$ cat src/rtl/core/rfvb_pkg.sv
// ----------------------------------------------------------------------------
// rfvb_pkg
// Types, widths and register codes shared by the radial falloff blend core.
// ----------------------------------------------------------------------------
package rfvb_pkg;

  localparam int COORD_BITS = 10;
  localparam int GRID_BITS  = 11;
  localparam int SPIN_BITS  = 16;
  localparam int CFG_BITS   = 16;
  localparam int IDX_BITS   = 3;

  localparam int SQ_BITS    = 2 * COORD_BITS;
  localparam int D2_BITS    = SQ_BITS + 1;
  localparam int SQ_SHIFT   = 30;
  localparam int ROOT_BITS  = 26;
  localparam int V_PAD      = 2 * ROOT_BITS - D2_BITS - SQ_SHIFT;
  localparam int REM_BITS   = ROOT_BITS + 2;

  localparam int STR_BITS   = 17;
  localparam logic [STR_BITS-1:0] STR_ONE = STR_BITS'(32768);
  localparam int PROD_BITS  = STR_BITS + 1 + SPIN_BITS;
  localparam int SUM_BITS   = PROD_BITS + 1;
  localparam int FRAC_BITS  = SPIN_BITS - 1;
  localparam int SH_BITS    = SUM_BITS - FRAC_BITS;

  localparam int FRONT_STAGES = 3;
  localparam int BACK_STAGES  = 3;
  localparam int LATENCY      = FRONT_STAGES + 2 * ROOT_BITS + BACK_STAGES;

  typedef enum logic [IDX_BITS-1:0] {
    REG_CENTER_X    = 3'd0,
    REG_CENTER_Y    = 3'd1,
    REG_RADIUS      = 3'd2,
    REG_POL_X       = 3'd3,
    REG_POL_Y       = 3'd4,
    REG_POL_Z       = 3'd5,
    REG_GRID_WIDTH  = 3'd6,
    REG_GRID_HEIGHT = 3'd7
  } reg_idx_t;

  typedef struct packed {
    logic [COORD_BITS-1:0]       site_x;
    logic [COORD_BITS-1:0]       site_y;
    logic signed [SPIN_BITS-1:0] spin_x;
    logic signed [SPIN_BITS-1:0] spin_y;
    logic signed [SPIN_BITS-1:0] spin_z;
  } in_t;

  typedef struct packed {
    logic signed [SPIN_BITS-1:0] new_x;
    logic signed [SPIN_BITS-1:0] new_y;
    logic signed [SPIN_BITS-1:0] new_z;
    logic                        inside_disk;
  } out_t;

  typedef struct packed {
    logic                        in_disk;
    logic signed [SPIN_BITS-1:0] spin_x;
    logic signed [SPIN_BITS-1:0] spin_y;
    logic signed [SPIN_BITS-1:0] spin_z;
  } side_t;

endpackage

$ cat src/rtl/core/rfvb_div.sv
// ----------------------------------------------------------------------------
// rfvb_div
// Pipelined restoring divide of the root by the radius, one quotient bit per
// stage.
// ----------------------------------------------------------------------------
module rfvb_div import rfvb_pkg::*; (
  input  logic                  clk,
  input  logic                  rst,
  input  logic                  in_valid,
  input  logic [ROOT_BITS-1:0]  num,
  input  logic [COORD_BITS-1:0] radius,
  input  side_t                 side_in,
  output logic                  out_valid,
  output logic [ROOT_BITS-1:0]  quo,
  output side_t                 side_out
);

  logic                  valid_q [ROOT_BITS];
  logic [ROOT_BITS-1:0]  num_q   [ROOT_BITS];
  logic [COORD_BITS-1:0] rem_q   [ROOT_BITS];
  logic [ROOT_BITS-1:0]  quo_q   [ROOT_BITS];
  side_t                 side_q  [ROOT_BITS];

  for (genvar k = 0; k < ROOT_BITS; k++) begin : g_step
    logic                  c_valid;
    logic [ROOT_BITS-1:0]  c_num;
    logic [COORD_BITS-1:0] c_rem;
    logic [ROOT_BITS-1:0]  c_quo;
    side_t                 c_side;
    logic [COORD_BITS:0]   sh;
    logic [COORD_BITS:0]   diff;
    logic                  ge;

    if (k == 0) begin : g_first
      always_comb begin
        c_valid = in_valid;
        c_num   = num;
        c_rem   = '0;
        c_quo   = '0;
        c_side  = side_in;
      end
    end else begin : g_next
      always_comb begin
        c_valid = valid_q[k-1];
        c_num   = num_q[k-1];
        c_rem   = rem_q[k-1];
        c_quo   = quo_q[k-1];
        c_side  = side_q[k-1];
      end
    end

    always_comb begin
      sh   = {c_rem, c_num[ROOT_BITS-1-k]};
      ge   = (sh >= {1'b0, radius});
      diff = sh - {1'b0, radius};
    end

    always_ff @(posedge clk) begin
      if (rst) begin
        valid_q[k] <= 1'b0;
      end else begin
        valid_q[k] <= c_valid;
      end
      num_q[k]  <= c_num;
      rem_q[k]  <= ge ? diff[COORD_BITS-1:0] : sh[COORD_BITS-1:0];
      quo_q[k]  <= {c_quo[ROOT_BITS-2:0], ge};
      side_q[k] <= c_side;
    end
  end

  assign out_valid = valid_q[ROOT_BITS-1];
  assign quo       = quo_q[ROOT_BITS-1];
  assign side_out  = side_q[ROOT_BITS-1];

endmodule

$ cat config.mk
export PLATFORM = sky130hd
export DESIGN_NAME = rfvb_div
export DESIGN_NICKNAME = d
export VERILOG_FILES = /design/src/rtl/core/rfvb_pkg.sv /design/src/rtl/core/rfvb_div.sv
export SDC_FILE = /design/constraint.sdc
export NUM_CORES = 2
export LEC_CHECK = 0
export ABC_AREA = 1
export BUFFER_PORTS_ARGS = -buffer_cell sky130_fd_sc_hd__buf_4
export CAP_MARGIN = 20
export CORE_ASPECT_RATIO = 0.8
export CORE_UTILIZATION = 60
export CTS_CLUSTER_SIZE = 12
export DETAILED_ROUTE_END_ITERATION = 12
export HOLD_SLACK_MARGIN = 0.06
export PLACE_DENSITY = 0.77
export SLEW_MARGIN = 5
export SYNTH_ARGS = -nofsm -noshare
export SYNTH_HDL_FRONTEND = slang
export SYNTH_SLANG_ARGS = --single-unit
$ cat constraint.sdc
create_clock -name clk -period 6 [get_ports clk]
set_input_delay 0.3 -clock clk [delete_from_list [all_inputs] [get_ports clk]]
set_output_delay 0.3 -clock clk [all_outputs]
set_load 0.03 [all_outputs]
**Word-level counts from Yosys, hierarchy flattened**

Memory sizes are Yosys's and may differ from the RTL's.
Cells that the tools add are included.

- Register bits after elaboration: 0
- Memory bits (writable): 2912
- Input port bits: 88
- Output and inout port bits: 76
- Word-level logic and storage cells: 138
- Memories kept: 5

- $add $sub $neg: 26
- Order comparisons: 26
- Mux-type cells: 55
- Bitwise operators: 26

Memories:

| memory | depth | width | rd ports | clocked after Yosys merged registers in | wr ports | line | source |
|---|---|---|---|---|---|---|---|
| side_q | 26 | 49 | 26 | 0 | 26 | rfvb_div.sv:22 | `side_t side_q [ROOT_BITS];` |
| num_q | 26 | 26 | 25 | 0 | 26 | rfvb_div.sv:19 | `logic [ROOT_BITS-1:0] num_q [ROOT_BITS];` |
| quo_q | 26 | 26 | 26 | 0 | 26 | rfvb_div.sv:21 | `logic [ROOT_BITS-1:0] quo_q [ROOT_BITS];` |
| rem_q | 26 | 10 | 25 | 0 | 26 | rfvb_div.sv:20 | `logic [COORD_BITS-1:0] rem_q [ROOT_BITS];` |
| valid_q | 26 | 1 | 26 | 0 | 26 | rfvb_div.sv:18 | `logic valid_q [ROOT_BITS];` |

Operators with widths:

| kind | number |
|---|---|
| $ge A11 B10 Y1 | 25 |
| $mux W10 | 26 |
| $sub A10 B10 Y10 | 25 |
| $mux W1 | 29 |
| $or A1 B1 Y1 | 26 |
| $ge A1 B10 Y1 | 1 |
| $sub A1 B10 Y10 | 1 |

**Longest topological paths before layout**

- Depth after elaboration: 3
- Mapped depth: 13
- Mapped depth without buffers: 13

**Least setup slack after synthesis**

No wires, ideal clock.

- Path kind: input port to flip-flop
- Start point: in radius[1]
- End point: mem rem_q[15][9] (netlist: rem_q[0][159])
- Library setup time: 0.113 ns
- Data arrival time: 2.918 ns
- Required time: 5.887 ns
- Slack: 2.969 ns
- Cell stages on the path: 9
- Path through: inv_1 ha_1 nand3_1 nand3_2 nand2_2 nand4_4 buf_12 nand3_2 nand2_1

RTL lines:

| item | line | source |
|---|---|---|
| from (decl) | rfvb_div.sv:11 | `input logic [COORD_BITS-1:0] radius,` |
| to (decl) | rfvb_div.sv:20 |  |

==> impl_metrics.toml <==
[power]
p_leak_nw = 33.3
p_per_area_mw_per_mm2 = 533
total_power_mw = 37.6
ir_worst_vdd_mv = 0.337

[finish]
fin_area_sq_mm = 0.0706
multi_input_area_sq_mm = 0.0144
nets = 6239
regArea_sq_mm = 0.0446
syn_to_final_growth_pct = 15.3
layoutNonFillerInstCount = 7241
drive_gt1_frac = 0.0969
diodes = 0
nFillCells = 6917
final_util = 0.700

[synth]
synth.most_common_cell = "dfxtp_1"
yosysTopAreaCell = "dfxtp_1"
ys_dominant_reg_cell = "dfxtp_1"
syn_avg_cell_area_sq_um = 11.2
synth-seq-cells = 2226
synth_fp_nets = 5805
synth_area_sq_mm = 0.0612
synth.area.top_cells = "dfxtp_1 (73%), nand2_1 (8.7%), ha_1 (5.2%)"
async_reset_ff_frac = 0
synthCells = 5441
synth_top_area_share = 0.728
ys_types = 38
synth_warnings = 0
synth.yosys.seq_area_share = 0.728
synthTopCellsByCount = "dfxtp_1 (2226), nand2_1 (1425), inv_1 (471)"
synth_edf_count = 0

[floorplanning]
die_x_microns = 359
floorplan.initialDensity = 0.607
coreArea_sq_mm = 0.101
die_area_sq_mm = 0.103
num_io_pins = 164
dieHeight_microns = 288
std_cell_rows = 104

[clock_network]
cts_tree = "yes"
cts_root_buffer = "clkbuf_16"
cts_buffers = 208
insertion_delay_ns = 0.81
clkSinkCount = 2226
clk_path_buf_depth = 3
cts.clk_slew.worst_paths_ns = 0.05
htreeDepth = 4

[global_route]
grt_pass1_vias = 34300
grt_pass1_wl_microns = 174000
overflow = 0
antenna_found_initial = 0
track_usage = 0.212
grt_max_degree = 28

[timing]
setup_tns_ns = 0
slew_viol_final = 0
relSlewSlack = 0.210
fmax_mhz = 356
fin_skew_ns = 0.0517
period_needed_ns = 2.81
tightest_slew_ns = 1.18
period_share = 0.468
rsz0062_at_grt = "no"
finalHoldViolations = 0
whs_ns = 0.141
setup_slack_ns = 3.19
setup_violations = 0

[drt]
wire_per_inst_microns = 15.1
vias = 34900
firstDrtPassIters = 5
drt_iter0_drc = 2337
routed_wirelength_microns = 109000
avgViaCountPerCell = 4.82
ant_nets = 0
drc = 0

[placed_design]
dp_hpwl_microns = 63900
placed_area_sq_mm = 0.0638
numPortBuffers = 163
post-place-ws_ns = 3.09
placed_cells = 6905
gp_congestion = 0.876

[critical_path]
crit_arrival_ns = 3.47
worst_ep_required_time_ns = 6.66
path_class = "in -> reg"
crit_fanout = 25
crit_path_start_kind = "primary input"
critPathCaptureType = "flip-flop"

[outcome]
status = "complete, no violations"

[flow_run]
cap_viol_max_count = 0

[min_path]
hold_path_class = "in -> reg"
metal layers:
metal  part of all wire  vias up  GRT usage  wire length, microns
met1               0.44    16000      0.275                 48300
met5                  0        -          0                     0
met3              0.059      206     0.0444                  6480
li1                   -    17700          -                     -
met2               0.47      936      0.353                 51800
met4              0.023        0     0.0707                  2540
registers in the layout (all words and copies together) (netlist names):
name	count
valid_q	26
side_q	1274
quo_q	351
rem_q	250
num_q	325
layout by cell type (no fill, tap or decap), types with 8 or more instances in the layout:
master	instances
nand3b_1	40
clkbuf_16	210
inv_2	48
or2_2	24
clkbuf_8	14
nand2_2	51
a21oi_1	108
o21ai_0	27
o21a_1	11
nand3_1	286
dfxtp_1	2226
nor2_1	225
clkinv_16	9
buf_4	167
o21bai_1	13
xor2_1	72
and2_1	23
nand4_1	30
inv_1	462
nand3_2	24
dlygate4sd3_1	85
nand2_1	1425
clkinv_2	9
nor3_1	8
fa_1	24
ha_1	252
worst max-delay path: stages:
cell and delay (ns):
dlygate4sd3_1 0.56, buf_4 0.15, inv_2 0.78, ha_1 0.44, nand2_1 0.14, inv_1 0.05
a21oi_1 0.23, nand2_1 0.15, nand2_1 0.11, nand2_2 0.18, o21ai_0 0.36
kinds of logic after synthesis:
group	count (synthesis)	share of synthesized area
flip-flops	2226	0.728
AND/OR/NAND/NOR	2157	0.151
buffers and inverters	538	0.0363
adder cells (fa/ha/maj)	276	0.0594
AO/OA/AOI/OAI	172	0.0153
XOR/XNOR	72	0.0103
where the power goes:
part,total (mW),internal [mW],switching [mW]
clock network,11.7,6.50,5.17
registers,17.9,16.9,0.959
logic,8.03,2.90,5.12
total,37.6,26.3,11.3
what timing repair did:
| action | in CTS | in global routing |
|---|---|---|
| hold endpoints to repair | 105 | 0 |
| buffers inserted | 0 | 0 |
| hold buffers | 85 | 0 |
| resized for setup | 0 | 0 |
layout make-up:
class	count	share of cell area
Clock buffer	227	0.0774
Clock inverter	24	0.00629
Inverter	510	0.0271
Multi-Input combinational cell	2677	0.204
Sequential cell	2226	0.632
Tap cell	1325	0.0235
Timing Repair Buffer	252	0.0298
path summary, 6_finish.rpt:
| kind | startpoint | endpoint | slack, ns | cells past startpoint |
|---|---|---|---|---|
| max reg2reg | rem_q[0][74] | rem_q[0][80] | 3.97 | 8 |
| min | num[9] | num_q[0][9] | 0.14 | 2 |
| max | radius[6] | rem_q[0][80] | 3.19 | 11 |
| min reg2reg | quo_q[1][93] | quo_q[1][120] | 0.28 | 0 |
Power figures use the tool's default switching activity.
