==> src/rtl/core/rfvb_pkg.sv <==
// ----------------------------------------------------------------------------
// rfvb_pkg
// Types, widths and register codes shared by the radial falloff blend core.
// ----------------------------------------------------------------------------
package rfvb_pkg;

  localparam int COORD_BITS = 10;
  localparam int GRID_BITS  = 11;
  localparam int SPIN_BITS  = 16;
  localparam int CFG_BITS   = 16;
  localparam int IDX_BITS   = 3;

  localparam int SQ_BITS    = 2 * COORD_BITS;
  localparam int D2_BITS    = SQ_BITS + 1;
  localparam int SQ_SHIFT   = 30;
  localparam int ROOT_BITS  = 26;
  localparam int V_PAD      = 2 * ROOT_BITS - D2_BITS - SQ_SHIFT;
  localparam int REM_BITS   = ROOT_BITS + 2;

  localparam int STR_BITS   = 17;
  localparam logic [STR_BITS-1:0] STR_ONE = STR_BITS'(32768);
  localparam int PROD_BITS  = STR_BITS + 1 + SPIN_BITS;
  localparam int SUM_BITS   = PROD_BITS + 1;
  localparam int FRAC_BITS  = SPIN_BITS - 1;
  localparam int SH_BITS    = SUM_BITS - FRAC_BITS;

  localparam int FRONT_STAGES = 3;
  localparam int BACK_STAGES  = 3;
  localparam int LATENCY      = FRONT_STAGES + 2 * ROOT_BITS + BACK_STAGES;

  typedef enum logic [IDX_BITS-1:0] {
    REG_CENTER_X    = 3'd0,
    REG_CENTER_Y    = 3'd1,
    REG_RADIUS      = 3'd2,
    REG_POL_X       = 3'd3,
    REG_POL_Y       = 3'd4,
    REG_POL_Z       = 3'd5,
    REG_GRID_WIDTH  = 3'd6,
    REG_GRID_HEIGHT = 3'd7
  } reg_idx_t;

  typedef struct packed {
    logic [COORD_BITS-1:0]       site_x;
    logic [COORD_BITS-1:0]       site_y;
    logic signed [SPIN_BITS-1:0] spin_x;
    logic signed [SPIN_BITS-1:0] spin_y;
    logic signed [SPIN_BITS-1:0] spin_z;
  } in_t;

  typedef struct packed {
    logic signed [SPIN_BITS-1:0] new_x;
    logic signed [SPIN_BITS-1:0] new_y;
    logic signed [SPIN_BITS-1:0] new_z;
    logic                        inside_disk;
  } out_t;

  typedef struct packed {
    logic                        in_disk;
    logic signed [SPIN_BITS-1:0] spin_x;
    logic signed [SPIN_BITS-1:0] spin_y;
    logic signed [SPIN_BITS-1:0] spin_z;
  } side_t;

endpackage

==> src/rtl/core/rfvb_isqrt.sv <==
// ----------------------------------------------------------------------------
// rfvb_isqrt
// Pipelined integer square root of d2 * 2^30, one root bit per stage.
// ----------------------------------------------------------------------------
module rfvb_isqrt import rfvb_pkg::*; (
  input  logic                 clk,
  input  logic                 rst,
  input  logic                 in_valid,
  input  logic [D2_BITS-1:0]   d2,
  input  side_t                side_in,
  output logic                 out_valid,
  output logic [ROOT_BITS-1:0] root,
  output side_t                side_out
);

  logic                 valid_q [ROOT_BITS];
  logic [D2_BITS-1:0]   d2_q    [ROOT_BITS];
  logic [REM_BITS-1:0]  rem_q   [ROOT_BITS];
  logic [ROOT_BITS-1:0] root_q  [ROOT_BITS];
  side_t                side_q  [ROOT_BITS];

  for (genvar k = 0; k < ROOT_BITS; k++) begin : g_step
    logic                   c_valid;
    logic [D2_BITS-1:0]     c_d2;
    logic [REM_BITS-1:0]    c_rem;
    logic [ROOT_BITS-1:0]   c_root;
    side_t                  c_side;
    logic [2*ROOT_BITS-1:0] v;
    logic [REM_BITS+1:0]    sh;
    logic [REM_BITS+1:0]    trial;
    logic [REM_BITS+1:0]    diff;
    logic                   ge;

    if (k == 0) begin : g_first
      always_comb begin
        c_valid = in_valid;
        c_d2    = d2;
        c_rem   = '0;
        c_root  = '0;
        c_side  = side_in;
      end
    end else begin : g_next
      always_comb begin
        c_valid = valid_q[k-1];
        c_d2    = d2_q[k-1];
        c_rem   = rem_q[k-1];
        c_root  = root_q[k-1];
        c_side  = side_q[k-1];
      end
    end

    always_comb begin
      v     = {{V_PAD{1'b0}}, c_d2, {SQ_SHIFT{1'b0}}};
      sh    = {c_rem, v[2*ROOT_BITS-1-2*k -: 2]};
      trial = {{(REM_BITS-ROOT_BITS){1'b0}}, c_root, 2'b01};
      ge    = (sh >= trial);
      diff  = sh - trial;
    end

    always_ff @(posedge clk) begin
      if (rst) begin
        valid_q[k] <= 1'b0;
      end else begin
        valid_q[k] <= c_valid;
      end
      d2_q[k]   <= c_d2;
      rem_q[k]  <= ge ? diff[REM_BITS-1:0] : sh[REM_BITS-1:0];
      root_q[k] <= {c_root[ROOT_BITS-2:0], ge};
      side_q[k] <= c_side;
    end
  end

  assign out_valid = valid_q[ROOT_BITS-1];
  assign root      = root_q[ROOT_BITS-1];
  assign side_out  = side_q[ROOT_BITS-1];

endmodule

==> config.mk <==
export PLATFORM = sky130hd
export DESIGN_NAME = rfvb_isqrt
export DESIGN_NICKNAME = d
export VERILOG_FILES = /design/src/rtl/core/rfvb_pkg.sv /design/src/rtl/core/rfvb_isqrt.sv
export SDC_FILE = /design/constraint.sdc
export NUM_CORES = 2
export LEC_CHECK = 0
export ABC_CLOCK_PERIOD_IN_PS = 9700
export BUFFER_PORTS_ARGS = -buffer_cell sky130_fd_sc_hd__buf_2
export CAP_MARGIN = 20
export CORE_MARGIN = 5
export CORE_UTILIZATION = 61
export CTS_BUF_LIST = sky130_fd_sc_hd__clkbuf_4
export CTS_CLUSTER_DIAMETER = 150
export CTS_CLUSTER_SIZE = 10
export DETAILED_ROUTE_END_ITERATION = 12
export PLACE_DENSITY = 0.81
export SLEW_MARGIN = 20
export SYNTH_ARGS = -nofsm -noshare
export SYNTH_HDL_FRONTEND = slang
export SYNTH_SLANG_ARGS = --single-unit
==> constraint.sdc <==
create_clock -name clk -period 9.7 [get_ports clk]
set_clock_uncertainty 0.05 [all_clocks]
set_input_delay 0.485 -clock clk [delete_from_list [all_inputs] [get_ports clk]]
set_output_delay 0.485 -clock clk [all_outputs]
set_load 0.005 [all_outputs]
# ---- Word level (Yosys, flattened, before mapping)
# Memory sizes are Yosys's and may differ from the RTL's.
# Index checks and enable logic that the tools add are counted.
dict set report classes {
  muxes 55
  n_addsub 26
  bitwise_logic 26
  n_lt_le_gt_ge 26
}
# operator n
set ops {}
lappend ops {{$ge 30x28->1} 25}
lappend ops {{$mux 28} 26}
lappend ops {{$sub 28x28->28} 25}
lappend ops {{$mux 1} 29}
lappend ops {{$or 1x1->1} 26}
lappend ops {{$sub 1x1->2 const B} 1}
lappend ops {{$ge 1x1->1 const B} 1}
dict set report word_totals {
  ram_bits 3250
  output_inout_bits 76
  inputBits 73
  memories 5
  regBits 0
  elab_cells 138
}
# memory depth width read_ports rd_ports_with_merged_regs wr line
set mem_list {}
lappend mem_list {side_q 26 49 26 0 26 rfvb_isqrt.sv:20} ;# side_t side_q [ROOT_BITS];
lappend mem_list {rem_q 26 28 25 0 26 rfvb_isqrt.sv:18} ;# logic [REM_BITS-1:0] rem_q [ROOT_BITS];
lappend mem_list {root_q 26 26 26 0 26 rfvb_isqrt.sv:19} ;# logic [ROOT_BITS-1:0] root_q [ROOT_BITS];
lappend mem_list {d2_q 26 21 25 0 26 rfvb_isqrt.sv:17} ;# logic [D2_BITS-1:0] d2_q [ROOT_BITS];
lappend mem_list {valid_q 26 1 26 0 26 rfvb_isqrt.sv:16} ;# logic valid_q [ROOT_BITS];

# ---- Longest topological paths before layout
dict set report depth {
  word_depth 3
  ltp_mapped 15
  depth_no_buf 14
}

# ---- Worst setup path before layout
# OpenSTA, ideal clock, no wires.
dict set report synth_path {
  kind {register to register}
  start {memory rem_q[0][337] in the netlist's numbering}
  end {memory rem_q[0][370] in the netlist's numbering}
  arrival_ns 3.069
  slack_ns 6.460
  n_path_buf 1
  required_time_ns 9.529
  setup_ns 0.121
  synth_period_minus_slack_ns 3.240
  stages_incl_launch_ff 14
  cell_sequence {dfxtp_1 inv_1 ha_1 inv_1 fa_1 nor2b_1 o211ai_1 a31oi_1 o211ai_1 o22ai_1 nand2_1 o31ai_1 buf_2 mux2_2}
}
# item line
set synth_lines {}
lappend synth_lines {{start, declared} rfvb_isqrt.sv:18}

==> results.cfg <==
[run_status]
status = finished, final reports clean

[yosys]
synth-edff-count = 0
synth_area_mm2 = 0.07339
synth_seq_cells = 2402
seq_area_frac_synth = 0.6552
syn-num-nets = 6749
synthTopCellsByCount = dfxtp_1, inv_1, nor2_1, nand2_1, ha_1
synth.distinct_cells = 103
synth_top_area_frac = 0.6552
synth-main-ff-cell = dfxtp_1
synth_area_leaders = dfxtp_1, ha_1, xor2_1
synth_top_area_cell = dfxtp_1
synthCells = 6315
async_flop_share = 0
yosysMostFrequentCell = dfxtp_1
synth_area_per_cell_um2 = 11.62
yosys_warnings = 0

[critical_path]
cp.required_ns = 10.75
end_kind = flop
crit_fanout = 40
crit_slowest_cell = or3b_2
crit_family = compound AO/OA/AOI/OAI gates
cp_num_buf_inv = 2
reg2reg_slack_ns = 5.75
r2r_cells = 13
start_kind = flop
path_cells = inv_1 -> ha_1 -> inv_1 -> fa_1 -> nand2b_1 -> a21o_1 -> a211oi_1 -> a21oi_1 -> a211oi_1 -> o21a_1 -> or3b_2 -> o211ai_1 -> o32a_1
cp.arrival_ns = 4.99
crit_path_max_incr_delay_ns = 0.63
criticalPathCategory = flop to flop
cp.depth = 13

[worst_hold_path]
holdPathStages = 0
hold_path.class = flop to flop

[sta]
setup_viol_count_final = 0
max_freq_mhz = 253.4
relSlewSlack = 0.3570
fin_ws_ns = 5.754
max_slew.worst_pin.slew_ns = 0.9617
rsz0062_at_grt = false
hold_viol = 0
tns_ns = 0
min_period_over_period = 0.4068
slew_viol_final = 0
fin_crit_ns = 3.946

[routing]
routed_wl_um = 123700
viasPerCell = 5.151
first_pass_iters = 8
drt_iter0_markers = 2052
antenna_left = 0
num_vias = 43570
drt-wirelength-per-cell_um = 14.62
drc_errors = 0

[layout]
n_fill_cell = 8806
fin_nets = 7257
multi_input_area_mm2 = 0.02330
seq_area_mm2 = 0.04809
drive_gt1_frac = 0.08837
final_cells = 8458
syn_to_final_growth_pct = 8.514

[power_and_ir_drop]
pwr_density_cell_mw_per_mm2 = 226.3
power.leakage_nw = 36.33
ir_worst_vdd_mv = 0.1317
totalPowerFinal_w = 0.01803

[clock_network]
root_buffer = clkbuf_4
clockBufferDepth = 4
insertion_delay_ns = 1.24
h-tree-depth = 5
cts_setup_buffers = 0
cts_tree = yes
cts_made_buffers = 290
cts_num_sinks = 2402
clkTransAtPathRegs_ns = 0.10

[placed_design]
place_inst = 7999
dp_hpwl_um = 86930
io_buffer_count = 148
dp_slack_ns = 5.801
gp_congestion = 0.9131

[floorplanning]
ios = 149
core_mm2 = 0.1197
die-area_mm2 = 0.1273
initial_utilization = 0.6133
die_w_um = 356.9
fp.dieH_um = 356.9
rows = 127

[global_routing]
grt_overflow = 0
grt_pass1_vias = 44500
grt_max_degree = 46
grt_pass1_wl_um = 207600
grtUsageTotal = 0.1954
antenna_found_initial = 4

[job]
cap_violations = 0
placed cells by master (no fill, tap or decap), drive strengths merged, types with 30 or more instances in the layout:
master	netlist	final
dfxtp	2402	2402
inv	437	446
nor2	386	386
nand2	358	358
ha	347	347
a21oi	336	336
clkbuf	63	294
o21ai	272	272
xor2	248	248
xnor2	239	239
buf	27	162
dlygate4sd3	0	144
a21o	122	122
nor3	117	117
nor4	82	82
mux2	75	75
nand3	69	69
nor2b	68	68
o21a	66	66
nand2b	66	66
or3	62	62
a211oi	39	39
o21bai	37	37
nand4	33	33
and3	32	32
or4	32	32
o31ai	30	30
metrics by stage:
stage          area, um^2  hold WS, ns    util
3_3_place_gp        75890       0.2596  0.6342
3_5_place_dp        75890       0.2621  0.6343
5_1_grt             79620      0.07057  0.6655
4_1_cts             79610      0.05288  0.6653
6_report            79640       0.2171  0.6656
2_1_floorplan       73390       0.2596       -
final cells by class:
| cell class | instances | area share |
|---|---|---|
| repair buffers | 306 | 0.02869 |
| flip-flops and latches | 2402 | 0.6038 |
| clock inverters | 10 | 0.0008641 |
| clock buffers | 294 | 0.02771 |
| diodes | 11 | 0.0003457 |
| well taps | 1612 | 0.02533 |
| multi-input cells | 3385 | 0.2925 |
| inverters | 438 | 0.02069 |
layer usage:
layer / track usage / wire (um)
met4: 0.09843 / 5708
met5: 0 / 27
met2: 0.3485 / 61440
met1: 0.2246 / 50990
met3: 0.03712 / 5500
cell families after synthesis:
| group | synth area share |
|---|---|
| and+or+nand+nor | 0.09387 |
| DFF | 0.6552 |
| buffers and inverters | 0.02770 |
| adders and majority gates | 0.06298 |
| other | 0.00005110 |
| muxes | 0.01238 |
| xor gates and xnor gates | 0.05812 |
| AOI/OAI and AO/OA | 0.08966 |
worst paths after layout:
kind	to	start
min	side_q[0][393]	side_q[0][344]
min reg2reg	side_q[0][393]	side_q[0][344]
max reg2reg	rem_q[1][249]	rem_q[1][197]
max	rem_q[1][249]	rem_q[1][197]
repair_timing:
item | CTS | global route
resized for setup | 0 | 0
hold buffers | 144 | 0
endpoints found under the setup margin | 0 | 0
hold endpoints to repair | 96 | 0
flip-flops by register name, indices dropped and copies added (netlist names):
name	flops
d2_q	110
rem_q	656
root_q	336
side_q	1274
valid_q	26
power by group:
group / switching, W / total (W) / internal (W)
Combinational: 0.00109 / 0.00214 / 0.00105
Sequential: 0.000702 / 0.0116 / 0.0109
Clock: 0.00284 / 0.00428 / 0.00144
Power figures use the tool's default switching activity.
